===== src/hdl/mcr_pkg.sv =====
// Package for the midpoint circle rasterizer.
// Holds the shared constants, register indexes and default widths.
// No dependencies; every other file of the block imports it.
package mcr_pkg;

  // Default coordinate width of the centre and radius fields.
  localparam int COORD_BITS_DEF = 10;

  // Width and reset value of the image size registers.
  localparam int IMG_BITS = 11;
  localparam logic [IMG_BITS-1:0] IMG_SIZE_RESET = 11'd300;

  // Configuration register indexes.
  localparam int CFG_IDX_BITS = 2;
  localparam logic [CFG_IDX_BITS-1:0] REG_IMAGE_WIDTH  = 2'd0;
  localparam logic [CFG_IDX_BITS-1:0] REG_IMAGE_HEIGHT = 2'd1;

  // Item opcodes.
  localparam logic OP_START = 1'b0;
  localparam logic OP_STEP  = 1'b1;

  // Number of runs the queue between front and back can hold.
  localparam int QUEUE_DEPTH = 2;

  // Pixels emitted for one octant point.
  localparam int RUN_LEN = 8;

endpackage


===== src/hdl/mcr_front.sv =====
// Front end of the circle rasterizer: accepts items and walks the octant.
// Holds the circle state and issues one run descriptor per emitting item.
// Depends on mcr_pkg.
module mcr_front
  import mcr_pkg::*;
#(
  parameter int COORD_BITS = COORD_BITS_DEF
) (
  input  logic                  clk,
  input  logic                  rst_n,
  input  logic                  in_push,
  input  logic                  q_full,
  input  logic                  in_opcode,
  input  logic [COORD_BITS-1:0] in_center_x,
  input  logic [COORD_BITS-1:0] in_center_y,
  input  logic [COORD_BITS-1:0] in_radius,
  output logic                  q_push,
  output logic [COORD_BITS-1:0] d_cx,
  output logic [COORD_BITS-1:0] d_cy,
  output logic [COORD_BITS:0]   d_x,
  output logic [COORD_BITS:0]   d_y,
  output logic                  d_done
);

  localparam int OCT_W = COORD_BITS + 1;
  localparam int DEC_W = COORD_BITS + 4;
  localparam int EXT_W = DEC_W - OCT_W;

  localparam logic [DEC_W-1:0] DEC_THREE = DEC_W'(3);
  localparam logic [DEC_W-1:0] DEC_SIX   = DEC_W'(6);
  localparam logic [DEC_W-1:0] DEC_TEN   = DEC_W'(10);

  logic                  active_r, active_nxt;
  logic [COORD_BITS-1:0] cx_r, cx_nxt;
  logic [COORD_BITS-1:0] cy_r, cy_nxt;
  logic [OCT_W-1:0]      x_r, x_nxt;
  logic [OCT_W-1:0]      y_r, y_nxt;
  logic [DEC_W-1:0]      dec_r, dec_nxt;

  logic             accept;
  logic             dec_pos;
  logic [OCT_W-1:0] x_inc;
  logic [OCT_W-1:0] y_dec;
  logic [DEC_W-1:0] diff_ext;
  logic [DEC_W-1:0] x_ext;
  logic             step_done;

  assign accept = in_push && !q_full;

  // Octant step arithmetic, all modulo the state widths.
  assign dec_pos   = !dec_r[DEC_W-1] && (|dec_r);
  assign x_inc     = x_r + OCT_W'(1);
  assign y_dec     = dec_pos ? (y_r - OCT_W'(1)) : y_r;
  assign x_ext     = {{EXT_W{x_inc[OCT_W-1]}}, x_inc};
  assign diff_ext  = x_ext - {{EXT_W{y_dec[OCT_W-1]}}, y_dec};
  assign step_done = $signed(y_dec) < $signed(x_inc);

  // Next state and run descriptor for the accepted item.
  always_comb begin
    active_nxt = active_r;
    cx_nxt     = cx_r;
    cy_nxt     = cy_r;
    x_nxt      = x_r;
    y_nxt      = y_r;
    dec_nxt    = dec_r;
    q_push     = 1'b0;
    d_done     = 1'b0;
    if (accept) begin
      if (in_opcode == OP_START) begin
        active_nxt = 1'b1;
        cx_nxt     = in_center_x;
        cy_nxt     = in_center_y;
        x_nxt      = '0;
        y_nxt      = OCT_W'(in_radius);
        dec_nxt    = DEC_THREE - (DEC_W'(in_radius) << 1);
        q_push     = 1'b1;
      end else if (active_r) begin
        x_nxt      = x_inc;
        y_nxt      = y_dec;
        if (dec_pos) begin
          dec_nxt = dec_r + (diff_ext << 2) + DEC_TEN;
        end else begin
          dec_nxt = dec_r + (x_ext << 2) + DEC_SIX;
        end
        active_nxt = !step_done;
        d_done     = step_done;
        q_push     = 1'b1;
      end
    end
  end

  // The descriptor carries the point after the update.
  assign d_cx = cx_nxt;
  assign d_cy = cy_nxt;
  assign d_x  = x_nxt;
  assign d_y  = y_nxt;

  // Circle state registers.
  always_ff @(posedge clk) begin
    if (!rst_n) begin
      active_r <= 1'b0;
      cx_r     <= '0;
      cy_r     <= '0;
      x_r      <= '0;
      y_r      <= '0;
      dec_r    <= '0;
    end else begin
      active_r <= active_nxt;
      cx_r     <= cx_nxt;
      cy_r     <= cy_nxt;
      x_r      <= x_nxt;
      y_r      <= y_nxt;
      dec_r    <= dec_nxt;
    end
  end

endmodule


===== src/hdl/mcr_queue.sv =====
// Short run queue between the front end and the pixel back end.
// Holds run descriptors in a small register array with a head read port.
// Depends on mcr_pkg.
module mcr_queue
  import mcr_pkg::*;
#(
  parameter int COORD_BITS = COORD_BITS_DEF
) (
  input  logic                  clk,
  input  logic                  rst_n,
  input  logic                  push,
  input  logic [COORD_BITS-1:0] w_cx,
  input  logic [COORD_BITS-1:0] w_cy,
  input  logic [COORD_BITS:0]   w_x,
  input  logic [COORD_BITS:0]   w_y,
  input  logic                  w_done,
  input  logic                  pop,
  output logic                  full,
  output logic                  valid,
  output logic [COORD_BITS-1:0] h_cx,
  output logic [COORD_BITS-1:0] h_cy,
  output logic [COORD_BITS:0]   h_x,
  output logic [COORD_BITS:0]   h_y,
  output logic                  h_done
);

  localparam int OCT_W  = COORD_BITS + 1;
  localparam int DESC_W = 2 * COORD_BITS + 2 * OCT_W + 1;
  localparam int PTR_W  = (QUEUE_DEPTH > 1) ? $clog2(QUEUE_DEPTH) : 1;
  localparam int CNT_W  = $clog2(QUEUE_DEPTH + 1);
  localparam logic [PTR_W-1:0] PTR_LAST = PTR_W'(QUEUE_DEPTH - 1);
  localparam logic [CNT_W-1:0] CNT_FULL = CNT_W'(QUEUE_DEPTH);

  logic [DESC_W-1:0] mem_r [QUEUE_DEPTH];
  logic [PTR_W-1:0]  wr_ptr_r, wr_ptr_nxt;
  logic [PTR_W-1:0]  rd_ptr_r, rd_ptr_nxt;
  logic [CNT_W-1:0]  cnt_r, cnt_nxt;
  logic              do_push, do_pop;
  logic [DESC_W-1:0] head;

  assign full    = (cnt_r == CNT_FULL);
  assign valid   = (cnt_r != '0);
  assign do_push = push && !full;
  assign do_pop  = pop && valid;

  // Pointer and fill count update.
  always_comb begin
    wr_ptr_nxt = wr_ptr_r;
    rd_ptr_nxt = rd_ptr_r;
    cnt_nxt    = cnt_r;
    if (do_push) begin
      wr_ptr_nxt = (wr_ptr_r == PTR_LAST) ? '0 : wr_ptr_r + PTR_W'(1);
    end
    if (do_pop) begin
      rd_ptr_nxt = (rd_ptr_r == PTR_LAST) ? '0 : rd_ptr_r + PTR_W'(1);
    end
    if (do_push && !do_pop) begin
      cnt_nxt = cnt_r + CNT_W'(1);
    end else if (!do_push && do_pop) begin
      cnt_nxt = cnt_r - CNT_W'(1);
    end
  end

  always_ff @(posedge clk) begin
    if (!rst_n) begin
      wr_ptr_r <= '0;
      rd_ptr_r <= '0;
      cnt_r    <= '0;
    end else begin
      wr_ptr_r <= wr_ptr_nxt;
      rd_ptr_r <= rd_ptr_nxt;
      cnt_r    <= cnt_nxt;
    end
  end

  // Descriptor storage; the payload needs no reset.
  always_ff @(posedge clk) begin
    if (do_push) begin
      mem_r[wr_ptr_r] <= {w_cx, w_cy, w_x, w_y, w_done};
    end
  end

  assign head = mem_r[rd_ptr_r];
  assign {h_cx, h_cy, h_x, h_y, h_done} = head;

endmodule


===== src/hdl/mcr_back.sv =====
// Back end of the circle rasterizer: expands one run into eight pixels.
// Steps a pixel counter over the queue head and fills the output register.
// Depends on mcr_pkg.
module mcr_back
  import mcr_pkg::*;
#(
  parameter int COORD_BITS = COORD_BITS_DEF
) (
  input  logic                         clk,
  input  logic                         rst_n,
  input  logic                         q_valid,
  input  logic [COORD_BITS-1:0]        h_cx,
  input  logic [COORD_BITS-1:0]        h_cy,
  input  logic [COORD_BITS:0]          h_x,
  input  logic [COORD_BITS:0]          h_y,
  input  logic                         h_done,
  output logic                         q_pop,
  input  logic [IMG_BITS-1:0]          image_width,
  input  logic [IMG_BITS-1:0]          image_height,
  input  logic                         out_pop,
  output logic                         out_empty,
  output logic signed [COORD_BITS+1:0] out_pixel_x,
  output logic signed [COORD_BITS+1:0] out_pixel_y,
  output logic                         out_visible,
  output logic                         out_last_of_step,
  output logic                         out_circle_done
);

  localparam int OCT_W = COORD_BITS + 1;
  localparam int PIX_W = COORD_BITS + 2;
  localparam int CMP_W = (PIX_W > IMG_BITS) ? PIX_W : IMG_BITS;
  localparam int K_W   = $clog2(RUN_LEN);
  localparam logic [K_W-1:0] K_LAST = K_W'(RUN_LEN - 1);

  logic [K_W-1:0]   k_r, k_nxt;
  logic             valid_r, valid_nxt;
  logic [PIX_W-1:0] px_r, py_r;
  logic             vis_r, last_r, done_r;

  logic             load;
  logic             slot_free;
  logic [OCT_W-1:0] a_off, b_off;
  logic [PIX_W-1:0] a_ext, b_ext;
  logic [PIX_W-1:0] px, py;
  logic             vis;
  logic             last_pix;

  // Pixel order: k[2] swaps x and y, k[0] negates the column offset,
  // k[1] negates the row offset.
  assign a_off = k_r[2] ? h_y : h_x;
  assign b_off = k_r[2] ? h_x : h_y;
  assign a_ext = {a_off[OCT_W-1], a_off};
  assign b_ext = {b_off[OCT_W-1], b_off};
  assign px    = PIX_W'(h_cx) + (k_r[0] ? (PIX_W'(0) - a_ext) : a_ext);
  assign py    = PIX_W'(h_cy) + (k_r[1] ? (PIX_W'(0) - b_ext) : b_ext);

  // Visibility against the image bounds.
  assign vis = !px[PIX_W-1] && !py[PIX_W-1] &&
               (CMP_W'(px) < CMP_W'(image_width)) &&
               (CMP_W'(py) < CMP_W'(image_height));

  assign last_pix  = (k_r == K_LAST);
  assign slot_free = !valid_r || out_pop;
  assign load      = q_valid && slot_free;
  assign q_pop     = load && last_pix;

  // Pixel counter and output register valid.
  always_comb begin
    k_nxt     = k_r;
    valid_nxt = valid_r;
    if (slot_free) begin
      valid_nxt = q_valid;
    end
    if (load) begin
      k_nxt = last_pix ? '0 : k_r + K_W'(1);
    end
  end

  always_ff @(posedge clk) begin
    if (!rst_n) begin
      k_r     <= '0;
      valid_r <= 1'b0;
    end else begin
      k_r     <= k_nxt;
      valid_r <= valid_nxt;
    end
  end

  // Output payload register.
  always_ff @(posedge clk) begin
    if (load) begin
      px_r   <= px;
      py_r   <= py;
      vis_r  <= vis;
      last_r <= last_pix;
      done_r <= last_pix && h_done;
    end
  end

  assign out_empty        = !valid_r;
  assign out_pixel_x      = $signed(px_r);
  assign out_pixel_y      = $signed(py_r);
  assign out_visible      = vis_r;
  assign out_last_of_step = last_r;
  assign out_circle_done  = done_r;

endmodule


===== src/hdl/midpoint_circle_rasterizer_top.sv =====
// Top level of the midpoint circle rasterizer.
// Holds the image size registers and joins front end, run queue and back end.
// Depends on mcr_pkg, mcr_front, mcr_queue and mcr_back.
//
//   Channel   Handshake             Beat carries
//   in_       push / full           opcode, center_x, center_y, radius
//   out_      empty / pop           pixel_x, pixel_y, visible, last_of_step,
//                                   circle_done
//   cfg_      valid / ready         index, wdata (image width or height)
//
// A start item, or a step item while a circle is active, yields eight pixels,
// one per cycle while out_pop is held high, so the sustained rate is set by
// the one-pixel-per-cycle result channel. The front end updates the octant in
// the cycle it takes an item; with the back end idle the run passes through
// the run queue and then the output register before its first pixel is on the
// out_ ports. The run queue holds the run being expanded and one waiting run,
// and in_full is high while both are held. A step item with no active circle
// is taken and yields nothing. Reset is synchronous and active low; it clears
// the circle state, the queue and the output register's valid flag and sets
// both image sizes to 300. cfg_ready is always high.
module midpoint_circle_rasterizer_top
  import mcr_pkg::*;
#(
  parameter int COORD_BITS = COORD_BITS_DEF
) (
  input  logic                         clk,
  input  logic                         rst_n,
  input  logic                         in_push,
  output logic                         in_full,
  input  logic                         in_opcode,
  input  logic [COORD_BITS-1:0]        in_center_x,
  input  logic [COORD_BITS-1:0]        in_center_y,
  input  logic [COORD_BITS-1:0]        in_radius,
  output logic                         out_empty,
  input  logic                         out_pop,
  output logic signed [COORD_BITS+1:0] out_pixel_x,
  output logic signed [COORD_BITS+1:0] out_pixel_y,
  output logic                         out_visible,
  output logic                         out_last_of_step,
  output logic                         out_circle_done,
  input  logic                         cfg_valid,
  output logic                         cfg_ready,
  input  logic [CFG_IDX_BITS-1:0]      cfg_index,
  input  logic [IMG_BITS-1:0]          cfg_wdata
);

  logic [IMG_BITS-1:0] image_width_r, image_width_nxt;
  logic [IMG_BITS-1:0] image_height_r, image_height_nxt;

  logic                  q_push, q_pop, q_full, q_valid;
  logic [COORD_BITS-1:0] d_cx, d_cy, h_cx, h_cy;
  logic [COORD_BITS:0]   d_x, d_y, h_x, h_y;
  logic                  d_done, h_done;

  // Configuration writes; unknown indexes are dropped.
  assign cfg_ready = 1'b1;

  always_comb begin
    image_width_nxt  = image_width_r;
    image_height_nxt = image_height_r;
    if (cfg_valid && cfg_ready) begin
      case (cfg_index)
        REG_IMAGE_WIDTH:  image_width_nxt  = cfg_wdata;
        REG_IMAGE_HEIGHT: image_height_nxt = cfg_wdata;
        default: ;
      endcase
    end
  end

  always_ff @(posedge clk) begin
    if (!rst_n) begin
      image_width_r  <= IMG_SIZE_RESET;
      image_height_r <= IMG_SIZE_RESET;
    end else begin
      image_width_r  <= image_width_nxt;
      image_height_r <= image_height_nxt;
    end
  end

  assign in_full = q_full;

  // Front end: takes items and walks the octant.
  mcr_front #(
    .COORD_BITS(COORD_BITS)
  ) u_front (
    .clk        (clk),
    .rst_n      (rst_n),
    .in_push    (in_push),
    .q_full     (q_full),
    .in_opcode  (in_opcode),
    .in_center_x(in_center_x),
    .in_center_y(in_center_y),
    .in_radius  (in_radius),
    .q_push     (q_push),
    .d_cx       (d_cx),
    .d_cy       (d_cy),
    .d_x        (d_x),
    .d_y        (d_y),
    .d_done     (d_done)
  );

  // Run queue between the two halves.
  mcr_queue #(
    .COORD_BITS(COORD_BITS)
  ) u_queue (
    .clk   (clk),
    .rst_n (rst_n),
    .push  (q_push),
    .w_cx  (d_cx),
    .w_cy  (d_cy),
    .w_x   (d_x),
    .w_y   (d_y),
    .w_done(d_done),
    .pop   (q_pop),
    .full  (q_full),
    .valid (q_valid),
    .h_cx  (h_cx),
    .h_cy  (h_cy),
    .h_x   (h_x),
    .h_y   (h_y),
    .h_done(h_done)
  );

  // Back end: eight pixels per run.
  mcr_back #(
    .COORD_BITS(COORD_BITS)
  ) u_back (
    .clk             (clk),
    .rst_n           (rst_n),
    .q_valid         (q_valid),
    .h_cx            (h_cx),
    .h_cy            (h_cy),
    .h_x             (h_x),
    .h_y             (h_y),
    .h_done          (h_done),
    .q_pop           (q_pop),
    .image_width     (image_width_r),
    .image_height    (image_height_r),
    .out_pop         (out_pop),
    .out_empty       (out_empty),
    .out_pixel_x     (out_pixel_x),
    .out_pixel_y     (out_pixel_y),
    .out_visible     (out_visible),
    .out_last_of_step(out_last_of_step),
    .out_circle_done (out_circle_done)
  );

endmodule


===== config.mk =====
export PLATFORM = sky130hd
export DESIGN_NAME = midpoint_circle_rasterizer_top
export DESIGN_NICKNAME = d
export VERILOG_FILES = /design/src/hdl/mcr_pkg.sv /design/src/hdl/mcr_front.sv /design/src/hdl/mcr_queue.sv /design/src/hdl/mcr_back.sv /design/src/hdl/midpoint_circle_rasterizer_top.sv
export SDC_FILE = /design/constraint.sdc
export NUM_CORES = 1
export LEC_CHECK = 0
export BUFFER_PORTS_ARGS = -buffer_cell sky130_fd_sc_hd__buf_2
export CORE_ASPECT_RATIO = 0.75
export CORE_UTILIZATION = 65
export CTS_CLUSTER_DIAMETER = 30
export DETAILED_ROUTE_END_ITERATION = 8
export PLACE_DENSITY = 0.85
export SLEW_MARGIN = 20
export SYNTH_ARGS = -nofsm -noshare
export SYNTH_HDL_FRONTEND = slang
export SYNTH_SLANG_ARGS = --single-unit

===== constraint.sdc =====
create_clock -name clk -period 8.7 [get_ports clk]
set_input_delay 0.435 -clock clk [delete_from_list [all_inputs] [get_ports clk]]
set_output_delay 0.435 -clock clk [all_outputs]
set_load 0.005 [all_outputs]

Word level (Yosys, flattened, before mapping)
Memory sizes are Yosys's and may differ from the RTL's. A register that Yosys moved wholly into a read port is not among the register bits.
Cells that the tools add are included.

cells by class
  order comparisons = 3
  equality and inequality tests = 4
  reduce and logical (&&, ||, !) cells = 28
  muxes and demuxes = 35
  $add $sub $neg = 17

operators by type and width
  operator                                                               number
  11-bit two-way mux                                                     9
  14-bit two-way mux                                                     3
  10-bit two-way mux                                                     4
  14-bit adder                                                           2
  10-bit by 12-bit adder with 12-bit output                              2
  12-bit by 11-bit less-than comparator with 1-bit output                2
  12-bit two-way mux                                                     2
  1-bit by 11-bit subtractor with 12-bit output (first input constant)   2
  14-bit by 3-bit adder with 14-bit output (second input constant)       1
  14-bit by 4-bit adder with 14-bit output (second input constant)       1
  1-bit two-way mux                                                      14
  14-bit OR reduction                                                    1
  1-bit logical AND                                                      12
  11-bit by 11-bit subtractor with 12-bit output                         1
  2-bit by 11-bit subtractor with 12-bit output (first input constant)   1
  11-bit by 1-bit adder with 11-bit output (second input constant)       1
  11-bit less-than comparator                                            1
  11-bit by 1-bit subtractor with 11-bit output (second input constant)  1
  1-bit logical NOT                                                      8
  2-bit AND reduction                                                    3
  2-bit two-way mux                                                      2
  2-bit nonzero test                                                     2
  3-bit by 1-bit adder with 3-bit output (second input constant)         1
  3-bit equality test (second input constant)                            1
  other kinds (9)                                                        10

word-level totals
  memories = 1
  bits of input ports = 49
  word-level logic and storage cells = 106
  output and inout port bits = 30
  flip-flop bits (word level) = 114
  memory bits (writable) = 86

memories
  memory         depth  bits a word  rd ports  clocked after memory_dff  write ports  line             RTL
  u_queue.mem_r  2      43           1         1                         1            mcr_queue.sv:34  logic [DESC_W-1:0] mem_r [QUEUE_DEPTH];

Depth between registers and ports, before layout
  depth after elaboration = 9
  mapped depth = 22
  gate-level depth less buffers = 22

By module
From an unflattened synthesis, not the netlist that was laid out.

second synthesis, totals
  cells, all modules = 1269
  area, all modules = 12605.8 µm²

modules (own cells, without submodules)
  module                          area each (µm²)  cells an instance  instances
  mcr_front                       5023.6           651                1
  mcr_back                        3354.5           369                1
  mcr_queue                       3338.2           159                1
  midpoint_circle_rasterizer_top  889.6            90                 1

Worst setup path before layout
No wires, ideal clock.

  path kind = register to register
  start = reg u_front.dec_r[6]
  end = reg u_front.dec_r[12]
  arrival time = 4444 ps
  data required time = 8581 ps
  slack = 4137 ps
  cell stages (with the launch flop) = 21
  path buffers = 1
  cells stage by stage = dfxtp_1 -> nor4_1 -> a41oi_1 -> clkbuf_1 -> xnor2_1 -> ha_1 -> fa_1 -> nor2b_1 -> o21ai_0 -> a21oi_1 -> nor2_1 -> ha_1 -> ha_1 -> and3_1 -> a221o_1 -> o41a_1 -> a31oi_1 -> xor2_1 -> mux2i_1 -> nand2_1 -> a21oi_1

on the way
  cells in the longest elaborated chain, start to end = 9
  elaborated cells between the ends (all ways) = 11
  those cells by class = add/sub: 5; mux: 4; reduce/logical: 2

ends and longest elaborated chain
  item                                            line              RTL
  from (decl)                                     mcr_front.sv:38   logic [DEC_W-1:0] dec_r, dec_nxt;
  from (signal assigned)                          mcr_front.sv:113  dec_r <= dec_nxt;
  14-bit OR reduction                             mcr_front.sv:51   assign dec_pos = !dec_r[DEC_W-1] && (|dec_r);
  1-bit logical AND                               mcr_front.sv:51
  11-bit two-way mux                              mcr_front.sv:53   assign y_dec = dec_pos ? (y_r - OCT_W'(1)) : y_r;
  11-bit by 11-bit subtractor with 12-bit output  mcr_front.sv:55   assign diff_ext = x_ext - {{EXT_W{y_dec[OCT_W-1]}}, y_dec};
  14-bit adder                                    mcr_front.sv:81   dec_nxt = dec_r + (diff_ext << 2) + DEC_TEN;
  14-bit by 4-bit adder with 14-bit output        mcr_front.sv:81
  14-bit two-way mux *                            mcr_front.sv:80   if (dec_pos) begin
  14-bit two-way mux *                            mcr_front.sv:77   end else if (active_r) begin
  14-bit two-way mux *                            mcr_front.sv:69   if (in_opcode == OP_START) begin

Every way passes the cells marked *; elsewhere a longest branch is shown, timed or not. The select of a mux whose other input is x is not followed.
A chain may end at the register's enable or synchronous reset.

Worst setup path in the final report
  start = reg u_back.k_r[2]
  end = reg u_back.vis_r (netlist: u_back.out_visible), data pin

on the way
  elaborated cells between the ends (all ways) = 15
  those cells by class = add/sub: 4; order compare: 2; mux: 4; reduce/logical: 5

RTL lines
  item                                                       line            RTL
  from (decl)                                                mcr_back.sv:35  logic [K_W-1:0] k_r, k_nxt;
  from (signal assigned)                                     mcr_back.sv:84  k_r <= k_nxt;
  11-bit two-way mux *                                       mcr_back.sv:51  assign b_off = k_r[2] ? h_x : h_y;
  1-bit by 11-bit subtractor with 12-bit output              mcr_back.sv:55  assign py = PIX_W'(h_cy) + (k_r[1] ? (PIX_W'(0) - b_ext) : b_ext);
  12-bit two-way mux *                                       mcr_back.sv:55
  10-bit by 12-bit adder with 12-bit output *                mcr_back.sv:55
  net u_back.py[7]                                           mcr_back.sv:44  logic [PIX_W-1:0] px, py;
  12-bit by 11-bit less-than comparator with 1-bit output *  mcr_back.sv:60  (CMP_W'(py) < CMP_W'(image_height));
  1-bit logical AND *                                        mcr_back.sv:59  (CMP_W'(px) < CMP_W'(image_width)) &&
  net u_back.vis                                             mcr_back.sv:45  logic vis;
  to (signal assigned)                                       mcr_back.sv:94  vis_r <= vis;
  to (decl)                                                  mcr_back.sv:38  logic vis_r, last_r, done_r;

Mark *: on every way through the listed nets, which the timed path passes. The rest lies on a longest branch.

==> impl_metrics.toml <==
[power]
combinationalPowerShare = 0.295
clkPwrFrac = 0.374
vdd_drop_max_v = 0.000227
sw_frac_of_total = 0.316
powerDensity_nw_per_um2 = 253
pwr-share-seq = 0.332
power_switching_mw = 1.11
leakagePower_nw = 5.70
p_int_mw = 2.40

[critical_path]
worstSetupPathType = "flip-flop to flip-flop"
slowest_stage = "dfxtp_1"
r2r_slack_ns = 3.20
cpLargestDelayFamily = "compound AO/OA/AOI/OAI gates"
crit_top_cell = "ha_1"
worst-path-buf-inv = 1
critPathMaxStageDelay_ns = 0.99
worstRegToRegCells = 17
rr_startpoint = "u_back.k_r[2]$_SDFFE_PN0P_"
cp-start-kind = "flip-flop"
cp-end-kind = "flip-flop"
crit_chain = "mux4_2, inv_1, ha_1, or2b_2, o41ai_1, xnor2_1, ha_1, or3_1, o221ai_1, xnor2_1, ha_1, a2111oi_0, o21ai_0, o2111ai_1, nand2_1, a211o_1, a2111oi_4"
reg2reg_to = "u_back.out_visible$_DFFE_PP_"
crit_fanout = 25
cp.required_ns = 9.00
critical_path_arrival_ns = 5.80

[synthesis]
yosys.area_share.simple = 0.158
synth_mux_area_frac = 0.0697
synth_xor_area_frac = 0.0663
postSynthCellCount = 1202
synthArstFlopShare = 0
syn_nets = 1360
synth_seq_cells = 201
synth_cell_types = 74
ys_seq_area_frac = 0.424
synth_top_family_by_area = "simple AND/OR/NAND/NOR gates"
syn_avg_cell_area_um2 = 10.1
synthAdderAreaFrac = 0.115
ys.flop_type = "edfxtp_1"
syn-cell-area_um2 = 12200
ys_warn_count = 0
synth_compound_gate_area_share = 0.129
synth_edf_count = 113

[sta]
rsz0062_at_grt = "false"
fin_setup_tns_ns = 0
worst_pin_slew_ns = 1.08
hold_viol = 0
final.setup_skew_ns = 0.0182
final.min_clock_period_ns = 5.50
fmax_ghz = 0.182
setup_viol = 0
fin_crit_sh = 0.632
relSlewSlack = 0.278
holdWs_ns = 0.220
slew_viol_final = 0
setup_slack_ns = 3.20

[floorplanning]
die_w_um = 160
ios = 79
coreArea_um2 = 18000
die_y_um = 120
row_count = 42
start_util = 0.677
die_area_um2 = 19300

[clocking]
tritoncts = "built"
root_buffer = "clkbuf_16"
clock_latency_ns = 0.49
htree_levels = 2
clock-sinks = 201
cts_buffers = 34
cts-resized-gates = 0
clockBufferDepth = 3
path_clk_slew_ns = 0.05
post_cts_buffers = 0
ctsHoldBuffers = 0

[cells_and_area]
final_nets = 1438
syn_to_final_growth_pct = 14.0
stdcell_count = 1547
final_layout_size_suffix_gt1_frac = 0.149
diodes = 0
finish.utilization = 0.772

[drt]
totalWireLength_mm = 30.2
drt_iter0_markers = 1074
drc = 0
routed-via-count = 9636
wl_per_cell_um = 19.6
detail-route-antenna-nets = 0
via_per_inst = 6.23
dr.pass1.iters = 6

[global_route]
grt_pass1_vias = 9087
grt_pass1_wl_mm = 47.5
grt_overflow = 0
grt.total_usage = 0.316
grt_max_degree = 89
grt_antenna_before_repair = 0

[placement]
routabilityCongestion = 0.970
place_ws_ns = 3.43
dp_cells = 1486
dp_hpwl_mm = 20.9
port_buffers = 77

[hold_path]
hold_end = "image_height_r[7]$_SDFFE_PN0P_"
holdPathStages = 3
hp-start = "cfg_wdata[7]"
min_path_type = "input pin to flip-flop"

[outcome]
status = "completed"

[run]
drv_cap = 0
-- synth_stat cells (3+ instances only) --
cell         n  area, um^2
nand2_1    169         634
edfxtp_1   113        3390
ha_1       104        1300
dfxtp_1     88        1760
inv_1       64         240
xnor2_1     62         543
nor2_1      59         221
a21oi_1     53         265
and2_1      50         313
o21ai_0     50         250
clkbuf_1    37         139
xor2_1      30         263
nor3_1      24         120
o211ai_1    24         180
mux2_2      21         236
nand3_1     21         105
a21boi_0    19         143
mux2i_1     19         190
nor2b_1     15        93.8
mux4_2      14         315
and3_1      11        68.8
o21a_1      11        82.6
o22ai_1     11        68.8
a21o_1      10        75.1
nand2b_1    10        62.6
or3_1        7        43.8
a211oi_1     6        45.0
a22o_1       5        43.8
fa_1         5         100
nand3b_1     5        37.5
nor3b_1      5        37.5
o21bai_1     5        37.5
a31oi_1      4        25.0
mux4_1       4         105
nor4_1       4        25.0
o211a_1      4        40.0
o31ai_1      4        30.0
a211o_1      3        26.3
a41oi_1      3        26.3
o2111ai_1    3        26.3
o41ai_1      3        26.3
-- layer usage --
metal / up-vias / track usage / share of wire
li1: 4484 / - / -
met1: 4568 / 0.441 / 0.43
met2: 505 / 0.487 / 0.44
met3: 79 / 0.0847 / 0.11
met4: 0 / 0.0863 / 0.021
met5: - / 0 / 0
-- placed cells by master (no fill, tap or decap), types with 24 or more instances in the layout --
master / n
o211ai_1: 24
and2_1: 49
nor3_1: 24
ha_1: 104
buf_2: 77
edfxtp_1: 113
inv_1: 64
nor2_1: 56
clkbuf_16: 35
a21oi_1: 53
dfxtp_1: 87
xor2_1: 30
xnor2_1: 62
nand2_1: 169
o21ai_0: 50
-- power groups by stage --
stage               Combinational [mW]  Clock (mW)  Sequential [mW]
finish                            1.04        1.31             1.17
global route                      1.15        1.36             1.17
CTS                               1.02        1.32             1.16
detailed placement               0.996           0             1.18
global placement                 0.961           0             1.18
floorplan                        0.753           0             1.16
-- through the flow --
stage	instance area (um^2)	power (mW)
2_1_floorplan	12200	1.92
3_3_place_gp	12700	2.14
3_5_place_dp	12700	2.18
4_1_cts	13900	3.51
5_1_grt	13900	3.68
6_report	13900	3.51
-- worst register-to-register path, cell delays in order (launching register included) --
cell,delay [ns]
dfxtp_1,0.99
mux4_2,0.48
inv_1,0.09
ha_1,0.18
or2b_2,0.34
o41ai_1,0.40
xnor2_1,0.14
ha_1,0.24
or3_1,0.36
o221ai_1,0.34
xnor2_1,0.16
ha_1,0.22
a2111oi_0,0.34
o21ai_0,0.16
o2111ai_1,0.12
nand2_1,0.09
a211o_1,0.34
a2111oi_4,0.32
-- sequential cells by signal, summed over array words and instances (netlist names), 2 cells and up, named ones only --
signal and cells:
u_queue.mem_r 86, u_front.dec_r 14, u_back.out_pixel_x 12, u_back.out_pixel_y 12, image_height_r 11, image_width_r 11
u_front.x_r 11, u_front.y_r 11, u_front.cx_r 10, u_front.cy_r 10, u_back.k_r 3, u_queue.cnt_r 2
-- final cells by class --
type | instances | area (um^2)
timing repair buffer | 87 | 460
clock inverter | 17 | 188
sequential | 201 | 5160
inverter | 65 | 244
tap | 242 | 303
clock buffer | 44 | 940
fill | 1164 | 4110
multi-input combinational | 891 | 6580
-- worst max-delay path by stage --
stage | startpoint | end | slack [ns] | cells after the start
after floorplan | u_front.dec_r[6]$_SDFFE_PN0P_ | u_front.dec_r[12]$_SDFFE_PN0P_ | 4.14 | 20
after global placement | u_back.k_r[2]$_SDFFE_PN0P_ | u_back.out_visible$_DFFE_PP_ | 3.67 | 17
after detailed placement | u_back.k_r[2]$_SDFFE_PN0P_ | u_back.out_visible$_DFFE_PP_ | 3.43 | 17
after CTS | u_back.k_r[2]$_SDFFE_PN0P_ | u_back.out_visible$_DFFE_PP_ | 3.29 | 17
after global routing | flip-flop | u_back.out_visible$_DFFE_PP_ | 2.91 | 15
final | u_back.k_r[2]$_SDFFE_PN0P_ | u_back.out_visible$_DFFE_PP_ | 3.20 | 17
-- logic make-up (layout without fill, tap and decap cells) --
logic type      count (synthesis)  in the layout
other cells                     1              1
compound gates                235            235
fa+ha+maj                     109            109
simple gates                  396            396
flops                         201            201
buf+inv                       110            213
xor+xnor                       92             92
mux                            58             58
(Power assumes the default switching activity.)
